[src/hw/rtl/cdt_pkg.sv]
// ----------------------------------------------------------------------------
// cdt_pkg
// Shared types and constants of the countdown timer controller.
// ----------------------------------------------------------------------------
package cdt_pkg;

   typedef enum logic [2:0] {
      MODE_IDLE    = 3'd0,
      MODE_SET_MIN = 3'd1,
      MODE_SET_SEC = 3'd2,
      MODE_COUNT   = 3'd3,
      MODE_BEEP    = 3'd4
   } mode_type;

   localparam logic [2:0]  TENS_MAX     = 3'd5;
   localparam logic [3:0]  ONES_MAX     = 4'd9;
   localparam logic [15:0] IDLE_SAT     = 16'hFFFF;
   localparam logic [15:0] TIMEOUT_RST  = 16'd60;

   typedef struct packed {
      mode_type    mode;
      logic [2:0]  min_tens;
      logic [3:0]  min_ones;
      logic [2:0]  sec_tens;
      logic [3:0]  sec_ones;
      logic [15:0] idle_ticks;
      logic        asleep;
      logic        last_switch;
      logic        last_clk;
   } state_type;

   typedef struct packed {
      logic tick;
      logic switch_level;
      logic encoder_clk;
      logic encoder_dt;
   } sample_type;

endpackage

[src/hw/rtl/cdt_bcd_field.sv]
// ----------------------------------------------------------------------------
// cdt_bcd_field
// Steps a two-digit BCD field up or down, wrapping within 00 to 59.
// ----------------------------------------------------------------------------
module cdt_bcd_field
   import cdt_pkg::*;
(
   input  logic [2:0] tens_i,
   input  logic [3:0] ones_i,
   input  logic       up_i,
   output logic [2:0] tens_o,
   output logic [3:0] ones_o
);

   always_comb begin
      tens_o = tens_i;
      ones_o = ones_i;
      if (up_i) begin
         if (ones_i >= ONES_MAX) begin
            ones_o = 4'd0;
            tens_o = (tens_i >= TENS_MAX) ? 3'd0 : tens_i + 3'd1;
         end else begin
            ones_o = ones_i + 4'd1;
         end
      end else begin
         if (ones_i == 4'd0) begin
            ones_o = ONES_MAX;
            tens_o = (tens_i == 3'd0) ? TENS_MAX : tens_i - 3'd1;
         end else begin
            ones_o = ones_i - 4'd1;
         end
      end
   end

endmodule

[src/hw/rtl/cdt_next_state.sv]
// ----------------------------------------------------------------------------
// cdt_next_state
// Computes the controller state after one sample: button, encoder, tick.
// ----------------------------------------------------------------------------
module cdt_next_state
   import cdt_pkg::*;
(
   input  state_type   cur_i,
   input  sample_type  smp_i,
   input  logic [15:0] timeout_i,
   output state_type   nxt_o
);

   state_type  btn_st;
   logic [2:0] min_tens_step;
   logic [3:0] min_ones_step;
   logic [2:0] sec_tens_step;
   logic [3:0] sec_ones_step;
   logic       time_zero;

   // button step, wake and idle entry
   always_comb begin
      btn_st = cur_i;
      if (cur_i.asleep) begin
         if (smp_i.switch_level != cur_i.last_switch) begin
            btn_st.asleep     = 1'b0;
            btn_st.mode       = MODE_IDLE;
            btn_st.min_tens   = 3'd0;
            btn_st.min_ones   = 4'd0;
            btn_st.sec_tens   = 3'd0;
            btn_st.sec_ones   = 4'd0;
            btn_st.idle_ticks = 16'd0;
         end
      end else if (cur_i.last_switch && !smp_i.switch_level) begin
         unique case (cur_i.mode)
            MODE_IDLE:    btn_st.mode = MODE_SET_MIN;
            MODE_SET_MIN: btn_st.mode = MODE_SET_SEC;
            MODE_SET_SEC: btn_st.mode = MODE_COUNT;
            default: begin
               btn_st.mode       = MODE_IDLE;
               btn_st.min_tens   = 3'd0;
               btn_st.min_ones   = 4'd0;
               btn_st.sec_tens   = 3'd0;
               btn_st.sec_ones   = 4'd0;
               btn_st.idle_ticks = 16'd0;
            end
         endcase
      end
      btn_st.last_switch = smp_i.switch_level;
   end

   cdt_bcd_field u_min_step (
      .tens_i (btn_st.min_tens),
      .ones_i (btn_st.min_ones),
      .up_i   (smp_i.encoder_dt),
      .tens_o (min_tens_step),
      .ones_o (min_ones_step)
   );

   cdt_bcd_field u_sec_step (
      .tens_i (btn_st.sec_tens),
      .ones_i (btn_st.sec_ones),
      .up_i   (smp_i.encoder_dt),
      .tens_o (sec_tens_step),
      .ones_o (sec_ones_step)
   );

   // encoder, tick, zero check
   always_comb begin
      nxt_o = btn_st;
      if (cur_i.last_clk && !smp_i.encoder_clk && !btn_st.asleep) begin
         if (btn_st.mode == MODE_SET_MIN) begin
            nxt_o.min_tens = min_tens_step;
            nxt_o.min_ones = min_ones_step;
         end else if (btn_st.mode == MODE_SET_SEC) begin
            nxt_o.sec_tens = sec_tens_step;
            nxt_o.sec_ones = sec_ones_step;
         end
      end
      nxt_o.last_clk = smp_i.encoder_clk;

      time_zero = (nxt_o.min_tens == 3'd0) && (nxt_o.min_ones == 4'd0) &&
                  (nxt_o.sec_tens == 3'd0) && (nxt_o.sec_ones == 4'd0);

      if (smp_i.tick && !btn_st.asleep) begin
         if (btn_st.mode == MODE_IDLE) begin
            if (nxt_o.idle_ticks != IDLE_SAT) begin
               nxt_o.idle_ticks = nxt_o.idle_ticks + 16'd1;
            end
            if (nxt_o.idle_ticks >= timeout_i) begin
               nxt_o.asleep     = 1'b1;
               nxt_o.idle_ticks = 16'd0;
            end
         end else if (btn_st.mode == MODE_COUNT && !time_zero) begin
            if (nxt_o.sec_ones != 4'd0) begin
               nxt_o.sec_ones = nxt_o.sec_ones - 4'd1;
            end else if (nxt_o.sec_tens != 3'd0) begin
               nxt_o.sec_tens = nxt_o.sec_tens - 3'd1;
               nxt_o.sec_ones = ONES_MAX;
            end else begin
               nxt_o.sec_tens = TENS_MAX;
               nxt_o.sec_ones = ONES_MAX;
               if (nxt_o.min_ones != 4'd0) begin
                  nxt_o.min_ones = nxt_o.min_ones - 4'd1;
               end else begin
                  nxt_o.min_tens = nxt_o.min_tens - 3'd1;
                  nxt_o.min_ones = ONES_MAX;
               end
            end
         end
      end

      if (nxt_o.mode == MODE_COUNT &&
          nxt_o.min_tens == 3'd0 && nxt_o.min_ones == 4'd0 &&
          nxt_o.sec_tens == 3'd0 && nxt_o.sec_ones == 4'd0) begin
         nxt_o.mode = MODE_BEEP;
      end
   end

endmodule

[src/hw/rtl/mm_ss_countdown_timer_controller_core.sv]
// ----------------------------------------------------------------------------
// mm_ss_countdown_timer_controller_core
// Minutes:seconds countdown timer controller with encoder setup and sleep.
// ----------------------------------------------------------------------------
// Usage:
//   req_*  : one pin sample per transfer (tick, button, encoder clock/data).
//   rsp_*  : one result per sample: mode, four BCD digits, sleep and alarm.
//   csr_*  : write of idle_timeout_seconds; csr_ready is always high, so a
//            write completes in the cycle it is offered. Write while idle.
// Result: a result appears in the result register in the cycle after its
//   sample transfers.
// Throughput: one sample per cycle while req_stall is low. The state update
//   is a single pass of small BCD and mode logic, and the state register
//   feeds the next sample directly, so consecutive samples need no gap.
// Stall: the result register holds a valid result while rsp_stall is high;
//   req_stall rises only while a held result has not yet transferred, so a
//   new sample enters in the same cycle the old result leaves.
// Reset: synchronous, active high. Mode idle, time 00:00, awake, button and
//   encoder clock seen as high, timeout 60 s, result register empty.
// ----------------------------------------------------------------------------
module mm_ss_countdown_timer_controller_core
   import cdt_pkg::*;
(
   input  logic        clock,
   input  logic        reset,
   // sample channel
   input  logic        req_valid,
   output logic        req_stall,
   input  logic        req_tick,
   input  logic        req_switch_level,
   input  logic        req_encoder_clk,
   input  logic        req_encoder_dt,
   // result channel
   output logic        rsp_valid,
   input  logic        rsp_stall,
   output logic [2:0]  rsp_mode,
   output logic [2:0]  rsp_minutes_tens_out,
   output logic [3:0]  rsp_minutes_ones_out,
   output logic [2:0]  rsp_seconds_tens_out,
   output logic [3:0]  rsp_seconds_ones_out,
   output logic        rsp_sleeping,
   output logic        rsp_alarm_active,
   // configuration write
   input  logic        csr_valid,
   output logic        csr_ready,
   input  logic [15:0] csr_data
);

   state_type   state_ff;
   state_type   state_in;
   sample_type  sample;
   logic [15:0] timeout_ff;
   logic        rsp_valid_ff;
   logic        rsp_valid_in;
   state_type   rsp_ff;
   logic        req_xfer;

   // accept a sample unless a held result is still waiting
   assign req_stall = rsp_valid_ff && rsp_stall;
   assign req_xfer  = req_valid && !req_stall;
   assign csr_ready = 1'b1;

   assign sample = '{tick:         req_tick,
                     switch_level: req_switch_level,
                     encoder_clk:  req_encoder_clk,
                     encoder_dt:   req_encoder_dt};

   cdt_next_state u_next (
      .cur_i     (state_ff),
      .smp_i     (sample),
      .timeout_i (timeout_ff),
      .nxt_o     (state_in)
   );

   // result valid: load on a sample transfer, drop once the result transfers
   always_comb begin
      rsp_valid_in = rsp_valid_ff;
      if (req_xfer) begin
         rsp_valid_in = 1'b1;
      end else if (!rsp_stall) begin
         rsp_valid_in = 1'b0;
      end
   end

   always_ff @(posedge clock) begin
      if (reset) begin
         state_ff.mode        <= MODE_IDLE;
         state_ff.min_tens    <= 3'd0;
         state_ff.min_ones    <= 4'd0;
         state_ff.sec_tens    <= 3'd0;
         state_ff.sec_ones    <= 4'd0;
         state_ff.idle_ticks  <= 16'd0;
         state_ff.asleep      <= 1'b0;
         state_ff.last_switch <= 1'b1;
         state_ff.last_clk    <= 1'b1;
         timeout_ff           <= TIMEOUT_RST;
         rsp_valid_ff         <= 1'b0;
      end else begin
         if (req_xfer) begin
            state_ff <= state_in;
         end
         if (csr_valid && csr_ready) begin
            timeout_ff <= csr_data;
         end
         rsp_valid_ff <= rsp_valid_in;
      end
   end

   // result payload: advance only on a sample transfer, hold otherwise
   always_ff @(posedge clock) begin
      if (req_xfer) begin
         rsp_ff <= state_in;
      end
   end

   assign rsp_valid            = rsp_valid_ff;
   assign rsp_mode             = rsp_ff.mode;
   assign rsp_minutes_tens_out = rsp_ff.min_tens;
   assign rsp_minutes_ones_out = rsp_ff.min_ones;
   assign rsp_seconds_tens_out = rsp_ff.sec_tens;
   assign rsp_seconds_ones_out = rsp_ff.sec_ones;
   assign rsp_sleeping         = rsp_ff.asleep;
   assign rsp_alarm_active     = (rsp_ff.mode == MODE_BEEP);

endmodule

[config.mk]
export PLATFORM = sky130hd
export DESIGN_NAME = mm_ss_countdown_timer_controller_core
export DESIGN_NICKNAME = d
export VERILOG_FILES = /design/src/hw/rtl/cdt_pkg.sv /design/src/hw/rtl/cdt_bcd_field.sv /design/src/hw/rtl/cdt_next_state.sv /design/src/hw/rtl/mm_ss_countdown_timer_controller_core.sv
export SDC_FILE = /design/constraint.sdc
export NUM_CORES = 1
export LEC_CHECK = 0
export BUFFER_PORTS_ARGS = -buffer_cell sky130_fd_sc_hd__buf_4
export CAP_MARGIN = 20
export CORE_ASPECT_RATIO = 1.2
export CORE_MARGIN = 3
export CORE_UTILIZATION = 50
export DETAILED_ROUTE_END_ITERATION = 6
export PLACE_DENSITY = 0.7
export SYNTH_ARGS = -nofsm -noshare
export SYNTH_HDL_FRONTEND = slang
export SYNTH_HIERARCHICAL = 1
export SYNTH_SLANG_ARGS = --single-unit
[constraint.sdc]
create_clock -name clock -period 7.29 [get_ports clock]
set_input_delay 0.729 -clock clock [delete_from_list [all_inputs] [get_ports clock]]
set_output_delay 0.729 -clock clock [all_outputs]
set_load 0.05 [all_outputs]
==> run metrics, run 1 <==
status finished clean; cell area after layout ~6300 um2; die area 12900 um2; die height 124 um; Total GRT Usage 21.3%; Antenna Cells 0; power per standard cell area 167 nW/um2; top_reg_cell synth dfxtp_1; unique cell type count in the Yosys netlist 65; total placed cells including tap cells 853; Max clock buf depth 2; Iteration-0 DRC Markers between 200 and 300; Worst path max stage delay 0.68 ns; worst slew pin tran 0.948 ns; vias in the first global route 4878; Netlist Area Pre-Place 5760 um2; Chip Width between 100 and 150 um; DRC viols 0; Hold WS 0.480 ns; Layout Cells excl Fill 869; WL final 13.4 mm; Fmax achieved 0.169 GHz; # IOs 47; Slowest cell on crit path or3_1; row cnt 42; clock insertion delay at the later pin of the skew report about 0.34 ns; Worst Hold Class register to register; dpl hpwl 9.66 mm; clk sinks 71; Worst EP arrival between 6 and 7 ns; H-tree lvl count 3; CP max FO 24; period utilisation layout 81.0%; CP endpoint kind register; Rel. slew slack between 30 and 40%; most common cell after layout, fill and taps aside nand2b_1; Mapped Cells 691; area grow syn2layout 10.1%; RSZ-0062 raised after global routing false; CTS resizes 0; Vias ~5000; Layout fillers 1059; commonest non-fill, non-tap cells in the layout 82 x nand2b_1, 68 x mux2i_1, 53 x dfxtp_1; first-pass GRT wire length ~22 mm; Root Driver clkbuf_16; Hold Buf Count CTS 0; Startpoint Class input port; Setup Buffers After CTS 0; largest net degree at the start of global routing 90; Avg WL per Cell about 15 um; fraction of registers with async set or reset after synthesis 0%; core area 11100 um2; worst vdd ir approximately 0.00011 V; IO Port Bufs 45; Routed Antenna Nets 0; final RePlAce weighted congestion about 0.87; worst setup path class input port to register; most frequent CP cell ha_1; initial antenna violation count 0; sequential area share after synthesis 27.8%; Max Clock Skew 0.00670 ns; Post-synth EDFFs 18; initial core utilization 51.7%; Inserted Clock Buffers 9; synthesis-stage register bit count 71; DRT Pass-1 Iters 5; syn_nets ~750; Required @ worst endpoint about 7.5 ns; Max Cap Viol 0; setup TNS 0 ns; Leak 2.66 nW; clock-pin slew on the worst setup and hold paths 0.06 ns; Total Power 1.06 mW; Mapped Avg Cell Area 8.34 um2; Final nets 770; Final Max Slew Viols 0; GRT overflow 0; crit-path cells buf_4 > inv_1 > ha_1 > nor2_1 > or3_1 > and2_1 > inv_1 > ha_1 > or4b_4 > o22ai_1 > a22oi_1 > o31ai_1 > ha_1 > nand2_1 > a211o_1 > and2_0 > o2111ai_1 > mux2i_1 > nor2_1 > and4_4 > a21o_1 > nand2b_1 > mux2i_1; DP Area between 6000 and 7000 um2; share of layout cells above drive strength 1 a little under an eighth; minimum clock period 5.90 ns; Finish-stage setup viols 0; CTS tree yes; synth warn 6; vias per cell 5.74; Fin. Hold Viols 0
==> through the flow <==
stage / utilization [%] / worst slack, ns
2_1_floorplan: - / 1.69
5_1_grt: 56.9 / 0.905
4_1_cts: 56.9 / 1.49
3_3_place_gp: 54.3 / 1.37
3_5_place_dp: 54.3 / 1.15
6_report: 56.9 / 1.39
==> cell usage after synthesis, types with 6 or more instances <==
library cell	count	area, um2
nand2b_1	82	513
mux2i_1	68	681
dfxtp_1	53	1060
nand2_1	52	195
nor2_1	45	169
inv_1	43	161
ha_1	35	438
a21oi_1	29	145
o21ai_0	29	145
nand3_1	20	100
edfxtp_1	18	541
and2_1	17	106
clkbuf_1	14	52.6
buf_2	10	50.1
nand4_1	10	62.6
o22ai_1	10	62.6
nor3_1	9	45.0
xnor2_1	9	78.8
nor2b_1	8	50.1
nor4_1	8	50.1
xor2_1	8	70.1
buf_4	7	52.6
buf_6	6	67.6
nor3b_1	6	45.0
==> cell families after synthesis <==
kind of cell             share of synthesized area (%)
flip-flops                                        27.8
adder cells (fa/ha/maj)                           7.60
AO/OA/AOI/OAI                                     13.4
buffers and inverters                             7.88
other                                           0.0651
multiplexers                                      12.3
AND/OR/NAND/NOR                                   28.4
XOR/XNOR                                          2.58
==> worst max-delay path: cells and delay by family <==
family / cells / cell delay (ns)
compound gates: 6 / 1.39
fa+ha+maj: 3 / 0.94
buf+inv: 3 / 0.28
mux: 2 / 0.38
simple gates: 9 / 2.36
==> per-layer routing <==
metal	part of all wire, %	vias to the layer above	global-route usage, %	wire [um]
li1	-	2473	-	-
met1	40	2369	23.3	5400
met2	53	112	40.2	7070
met3	3.7	35	3.01	493
met4	3.5	0	11.7	469
met5	0	-	0	0
==> sequential cells by signal, summed over array words and instances (netlist names) <==
signal and flops:
rsp_minutes_ones_out 4, rsp_minutes_tens_out 3, rsp_mode 3, rsp_seconds_ones_out 4
rsp_seconds_tens_out 3, rsp_sleeping 1, rsp_valid 1, state_ff 36
timeout_ff 16
==> final cells by class <==
type | count | area (um2) | area share, %
well taps | 154 | 193 | 3.04
inverters | 43 | 161 | 2.54
multi-input cells | 535 | 3720 | 58.7
clock buffers | 11 | 253 | 3.99
repair buffers | 50 | 375 | 5.92
flip-flops and latches | 71 | 1600 | 25.3
clock inverters | 5 | 38.8 | 0.612
==> power breakdown <==
| part | leakage, nW | internal [mW] | switching, mW | total, mW |
|---|---|---|---|---|
| clock network | 0.139 | 0.251 | 0.176 | 0.427 |
| registers | 0.614 | 0.422 | 0.0112 | 0.433 |
| logic | 1.91 | 0.0777 | 0.119 | 0.197 |
==> path summary, 6_finish.rpt <==
kind | from | endpoint | slack [ns] | cells past startpoint
setup / recovery | req_switch_level | state_ff[35] | 1.39 | 23
hold / removal | state_ff[30] | state_ff[30] | 0.48 | 2
hold reg to reg | state_ff[30] | state_ff[30] | 0.48 | 2
setup reg to reg | state_ff[1] | state_ff[35] | 1.61 | 21
(Power assumes the default switching activity.)
==> run 2: changes to the inputs <==
--- a/config.mk
+++ b/config.mk
@@ -11,7 +11,7 @@
 export CORE_MARGIN = 3
 export CORE_UTILIZATION = 50
 export DETAILED_ROUTE_END_ITERATION = 6
-export PLACE_DENSITY = 0.7
+export PLACE_DENSITY = 0.73
 export SYNTH_ARGS = -nofsm -noshare
 export SYNTH_HDL_FRONTEND = slang
 export SYNTH_HIERARCHICAL = 1
==> constraint.sdc (replaced) <==
create_clock -name clock -period 4.94 [get_ports clock]
set_input_delay 0.494 -clock clock [delete_from_list [all_inputs] [get_ports clock]]
set_output_delay 0.494 -clock clock [all_outputs]
set_load 0.05 [all_outputs]
==> run 2 against run 1 <==
  * Combinational power increased by 62%
  * Largest cell class unchanged
  * Critical endpoint unchanged
  * Register-to-register slack got worse by 1.4 ns
  * Die area unchanged
  * Global-route usage decreased by 0.35 points
  * Power increased by 47%
  * Utilization increased by 3.6 points
  * Cell area increased by 6.3%
  * Final cell count increased by 4.9%
==> run metrics, run 2 (synthesized netlist as in run 1, its figures left out) <==
Leak 2.89 nW (was 2.66 nW); Vias 5097 (was 4989); commonest non-fill, non-tap cells in the layout 93 x buf_4, 82 x nand2b_1, 67 x mux2i_1 (was 82 x nand2b_1, 68 x mux2i_1, 53 x dfxtp_1); IO Port Bufs 45 (unchanged); Crit Reg-Reg Startpoint state_ff[1] (unchanged); Max Clock Skew 0.00998 ns (was 0.00670 ns); Total Power 1.55 mW (was 1.06 mW); area grow syn2layout 17.1% (was 10.1%); Total GRT Usage 21.0% (was 21.3%); most common cell after layout, fill and taps aside buf_4 (was nand2b_1); Worst Hold Class input port to register (was register to register); initial core utilization 51.7% (unchanged); dpl hpwl 10.1 mm (was 9.66 mm); Largest regs state_ff x36, timeout_ff x16 (unchanged); Chip Width 104 um (unchanged); status finished clean (unchanged); power per standard cell area 230 nW/um2 (was 167 nW/um2); Inserted Clock Buffers 9 (unchanged); core area 11100 um2 (unchanged); R2R Path End state_ff[35] (unchanged); Worst EP arrival 4.97 ns (was 6.09 ns); flop2flop setup slack 0.21 ns (was 1.61 ns); Final Max Slew Viols 0 (unchanged); die area 12900 um2 (unchanged); Max clock buf depth 2 (unchanged); Reg2Reg Depth 21 (unchanged); CP max FO 6 (was 24); Antenna Cells 0 (unchanged); HP Start csr_data[4] (was state_ff[30]); Setup Buffers After CTS 0 (unchanged); Hold Path End timeout_ff[4] (was state_ff[30]); Max Cap Viol 0 (unchanged); Required @ worst endpoint 5.19 ns (was 7.48 ns); Rel. slew slack 41.5% (was 36.8%); # IOs 47 (unchanged); max FFs per register 36 (unchanged); minimum clock period 4.73 ns; WL final 13.6 mm (was 13.4 mm); Worst Hold Depth 2 (unchanged); period utilisation layout 95.7%; Startpoint Class register (was input port); Routed Antenna Nets 0 (unchanged); die height 124 um (unchanged); worst slew pin tran 0.878 ns (was 0.948 ns); total placed cells including tap cells 895 (was 853); Root Driver clkbuf_16 (unchanged); first-pass GRT wire length 22.4 mm (about the same); vias per cell 5.59 (was 5.74); clk sinks 71 (unchanged); Avg WL per Cell 14.9 um (was 15.5 um); GRT overflow 0 (unchanged); DRC viols 0 (unchanged); Fmax achieved 0.212 GHz; Hold WS 0.370 ns (was 0.480 ns); Layout Cells excl Fill 912 (was 869); fin util 60.5% (was 56.9%); final RePlAce weighted congestion 0.914 (was 0.872); CTS tree yes (unchanged); largest net degree at the start of global routing 90 (unchanged); DRT Pass-1 Iters 5 (unchanged); Finish-stage setup viols 0 (unchanged); H-tree lvl count 3 (unchanged); Fin. Hold Viols 0 (unchanged); clock insertion delay at the later pin of the skew report 0.33 ns (was 0.34 ns); Iteration-0 DRC Markers 298 (was 251); Top reg by flops state_ff (unchanged); CP endpoint kind register (unchanged); worst setup path class register to register (was input port to register); vias in the first global route 4948 (was 4878); Final nets 813 (was 770); share of layout cells above drive strength 1 18.7% (was 11.5%); initial antenna violation count 0 (unchanged); clock-pin slew on the worst setup and hold paths 0.05 ns (was 0.06 ns); worst vdd ir 0.000233 V (was 0.000114 V); row cnt 42 (unchanged)
==> run 2: changes by cell type in the layout (fill, tap and decap cells not counted), sizes merged <==
cell      previous run  this run
clkinvlp             2         0
clkinv               0         1
inv                 46        43
buf                 50        93
clkbuf              11        15
==> run 2: worst max-delay path: stages (launching register included) <==
cell and delay [ns]:
dfxtp_1 0.31, ha_1 0.30, and2_4 0.14, or3_4 0.36
and2_1 0.21, inv_1 0.09, ha_2 0.20, or4b_4 0.51
nand2_1 0.11, o221ai_2 0.12, o31ai_2 0.32, ha_2 0.25
buf_4 0.15, nand4_1 0.12, o21ai_2 0.21, a21oi_2 0.10
xnor2_2 0.19, nor4_2 0.35, and4_4 0.31, a21o_1 0.12
nand2b_1 0.06, mux2i_1 0.12
==> run 2: worst max-delay path by stage <==
stage | startpoint | end | slack (ns) | depth (start not counted)
floorplan | req_switch_level | rsp_mode[2] | 0.004 | 23
global placement | req_switch_level | state_ff[35] | -0.13 | 23
detailed placement | req_switch_level | state_ff[35] | -0.22 | 23
CTS | state_ff[1] | state_ff[35] | 0.04 | 21
global route | state_ff[1] | state_ff[35] | -0.008 | 24
finish | state_ff[1] | state_ff[35] | 0.21 | 21
==> run 2: timing repair <==
action,in CTS,in global routing
hold buffers,0,0
gates resized for setup,0,12
setup endpoints to repair,0,22
==> run 2: power breakdown <==
part / internal, mW / total, mW / switching, mW
clock: 0.367 / 0.595 / 0.228
combinational: 0.134 / 0.320 / 0.186
sequential: 0.623 / 0.636 / 0.0128
==> run 2: through the flow <==
step	instance area, um2	setup TNS, ns	setup WS (ns)
2_1_floorplan	5810	0	0.00378
3_3_place_gp	6410	-0.583	-0.128
3_5_place_dp	6410	-1.05	-0.223
4_1_cts	6680	0	0.0419
5_1_grt	6740	-0.00780	-0.00780
6_report	6740	0	0.213
==> run 2: cell type report <==
cell class,instances,area (um2)
fillers,992,4400
flip-flops and latches,71,1600
multi-input cells,535,3820
inverters,43,161
clock buffers,15,268
clock inverters,1,5.00
repair buffers,93,698
well taps,154,193
==> run 2: layer usage <==
metal	vias up	track usage, %	wire length [um]
li1	2550	-	-
met1	2400	24.0	5620
met2	119	39.0	7160
met3	28	3.27	497
met4	0	9.31	332
met5	-	0	0
==> run 3: changes to the inputs <==
--- a/config.mk
+++ b/config.mk
@@ -11,6 +11,7 @@
 export CORE_MARGIN = 3
 export CORE_UTILIZATION = 50
 export DETAILED_ROUTE_END_ITERATION = 6
+export GPL_TIMING_DRIVEN = 0
 export PLACE_DENSITY = 0.73
 export SYNTH_ARGS = -nofsm -noshare
 export SYNTH_HDL_FRONTEND = slang
==> run 3 against run 2 <==
  * Sequential cell count stayed put
  * Sequential share of layout area shrank 1.8 points
  * Utilization up 4.9 points
  * Sequential power barely moved
  * Via count increased by 7.1%
  * Cell area is 8.1% higher
  * Largest cell class unchanged
==> run metrics, run 3 (synthesized netlist as in run 1, its figures left out) <==
initial core utilization 51.7% (unchanged); fin util 65.4% (was 60.5%); WL final 15.9 mm (was 13.6 mm); Worst Hold Class input port to register (unchanged); worst vdd ir 0.000164 V (was 0.000233 V); first-pass GRT wire length 25.4 mm (was 22.4 mm); share of layout cells above drive strength 1 25.4% (was 18.7%); clock-pin slew on the worst setup and hold paths 0.05 ns (about the same); period utilisation layout 98.7% (was 95.7%); worst slew pin tran 0.727 ns (was 0.878 ns); Hold Buf Count CTS 0 (unchanged); row cnt 42 (unchanged); Crit Reg-Reg Startpoint state_ff[1] (unchanged); area grow syn2layout 26.5% (was 17.1%); max FFs per register 36 (unchanged); Max clock buf depth 2 (unchanged); R2R Path End state_ff[35] (unchanged); status finished clean (unchanged); Final nets 841 (was 813); Iteration-0 DRC Markers 342 (was 298); total placed cells including tap cells 890 (was 895); Routed Antenna Nets 0 (unchanged); Rel. slew slack 51.5% (was 41.5%); flop2flop setup slack 0.07 ns (was 0.21 ns); CP max FO 10 (was 6); Total GRT Usage 24.2% (was 21.0%); core area 11100 um2 (unchanged); Inserted Clock Buffers 9 (unchanged); Largest regs state_ff x36, timeout_ff x16 (unchanged); CTS tree yes (unchanged); Reg2Reg Depth 25 (was 21); IO Port Bufs 44 (was 45); power per standard cell area 219 nW/um2 (was 230 nW/um2); Root Driver clkbuf_16 (unchanged); GRT busiest layer met2 (unchanged); DRC viols 0 (unchanged); vias per cell 5.81 (was 5.59); die area 12900 um2 (unchanged); worst setup path class input port to register (was register to register); met1 Use GR 26.0% (was 24.0%); clock insertion delay at the later pin of the skew report 0.34 ns (was 0.33 ns); initial antenna violation count 0 (unchanged); Finish-stage setup viols 0 (unchanged); minimum clock period 4.87 ns (was 4.73 ns); DRT Pass-1 Iters 5 (unchanged); Vias 5460 (was 5097); Fmax achieved 0.205 GHz (was 0.212 GHz); Crit. Startpoint req_switch_level (was state_ff[1]); final RePlAce weighted congestion 0.929 (was 0.914); Startpoint Class input port (was register); Fin. Hold Viols 0 (unchanged); DP Area 6340 um2 (was 6410 um2); Total Power 1.59 mW (was 1.55 mW); Antenna Cells 0 (unchanged); critical path endpoint state_ff[35] (unchanged); Max Cap Viol 0 (unchanged); M2 GR Usage 45.2% (was 39.0%); Layout Cells excl Fill 940 (was 912); clk sinks 71 (unchanged); Final Max Slew Viols 0 (unchanged); GRT overflow 0 (unchanged); Chip Width 104 um (unchanged); dpl hpwl 11.0 mm (was 10.1 mm); die height 124 um (unchanged); commonest non-fill, non-tap cells in the layout 82 x buf_4, 81 x nand2b_1, 62 x mux2i_1 (was 93 x buf_4, 82 x nand2b_1, 67 x mux2i_1); Top reg by flops state_ff (unchanged); M3 GR Usage 3.84% (was 3.27%); vias in the first global route 5413 (was 4948); cell area after layout 7290 um2 (was 6740 um2); CP endpoint kind register (unchanged); Worst EP arrival 5.13 ns (was 4.97 ns); most common cell after layout, fill and taps aside buf_4 (unchanged); Hold WS 0.364 ns (was 0.370 ns); # IOs 47 (unchanged); largest net degree at the start of global routing 28 (was 90); Leak 3.04 nW (was 2.89 nW); Max Clock Skew 0.00978 ns (was 0.00998 ns); H-tree lvl count 3 (unchanged); Avg WL per Cell 16.9 um (was 14.9 um); Required @ worst endpoint 5.20 ns (was 5.19 ns)
==> run 3: changes by cell type in the layout (fill, tap and decap cells not counted), sizes merged <==
cell,change
clkinv,+1
buf,+12
clkbuf,+15
==> run 3: cell type report <==
class,count,area (um2)
Clock inverter,2,10.0
Timing Repair Buffer,79,604
Tap cell,154,193
Clock buffer,14,254
Inverter,43,164
Fill cell,954,3850
Buffer,42,380
Sequential cell,71,1600
Multi-Input combinational cell,535,4080
==> run 3: worst min path at each step <==
stage	startpoint	endpoint	slack, ns	depth (start not counted)
2_1_floorplan	state_ff[25]	state_ff[25]	0.44	2
3_3_place_gp	state_ff[35]	state_ff[35]	0.46	2
3_5_place_dp	state_ff[32]	state_ff[32]	0.47	2
4_1_cts	csr_data[4]	timeout_ff[4]	0.35	2
5_1_grt	csr_data[2]	timeout_ff[2]	0.37	2
6_report	csr_data[4]	timeout_ff[4]	0.36	2
==> run 3: metal layers <==
| metal | vias to the layer above | routed length (um) |
|---|---|---|
| met5 | - | 0 |
| met4 | 0 | 711 |
| met3 | 61 | 585 |
| met2 | 183 | 8220 |
| met1 | 2587 | 6390 |
| li1 | 2629 | - |
==> run 3: critical path, stage by stage <==
cell and delay, ns:
buf_4 0.12, inv_2 0.06, ha_4 0.20, and2_4 0.14
or3_4 0.32, clkbuf_8 0.15, buf_8 0.14, clkbuf_16 0.16
and2_2 0.25, inv_1 0.14, ha_4 0.17, ha_4 0.20
nor4b_4 0.30, a211oi_2 0.08, a31oi_1 0.23, mux2i_2 0.15
ha_4 0.21, buf_4 0.14, nand4_1 0.10, o21ai_2 0.09
a21oi_2 0.22, xnor2_2 0.14, nor4_4 0.34, and4_4 0.30
a21o_1 0.11, nand2b_1 0.06, mux2i_1 0.13
==> run 3: power breakdown <==
| group | switching (mW) | leakage, nW | internal [mW] | total (mW) |
|---|---|---|---|---|
| logic | 0.213 | 2.29 | 0.159 | 0.372 |
| registers | 0.0131 | 0.613 | 0.623 | 0.636 |
| clock network | 0.232 | 0.131 | 0.352 | 0.585 |
==> run 3: what timing repair did <==
item | in CTS | in global routing
setup endpoints to repair | 45 | 27
buffers inserted | 19 | 13
resized for setup | 54 | 53
gates cloned | 1 | 1
pin swaps | 17 | 30
==> run 3: through the flow <==
stage / setup WS [ns] / TNS (ns)
floorplan: 0.00378 / 0
global placement: -1.06 / -30.72
detailed placement: -1.11 / -35.02
CTS: 0.00461 / 0
global route: -0.0579 / -0.520
finish: 0.0651 / 0
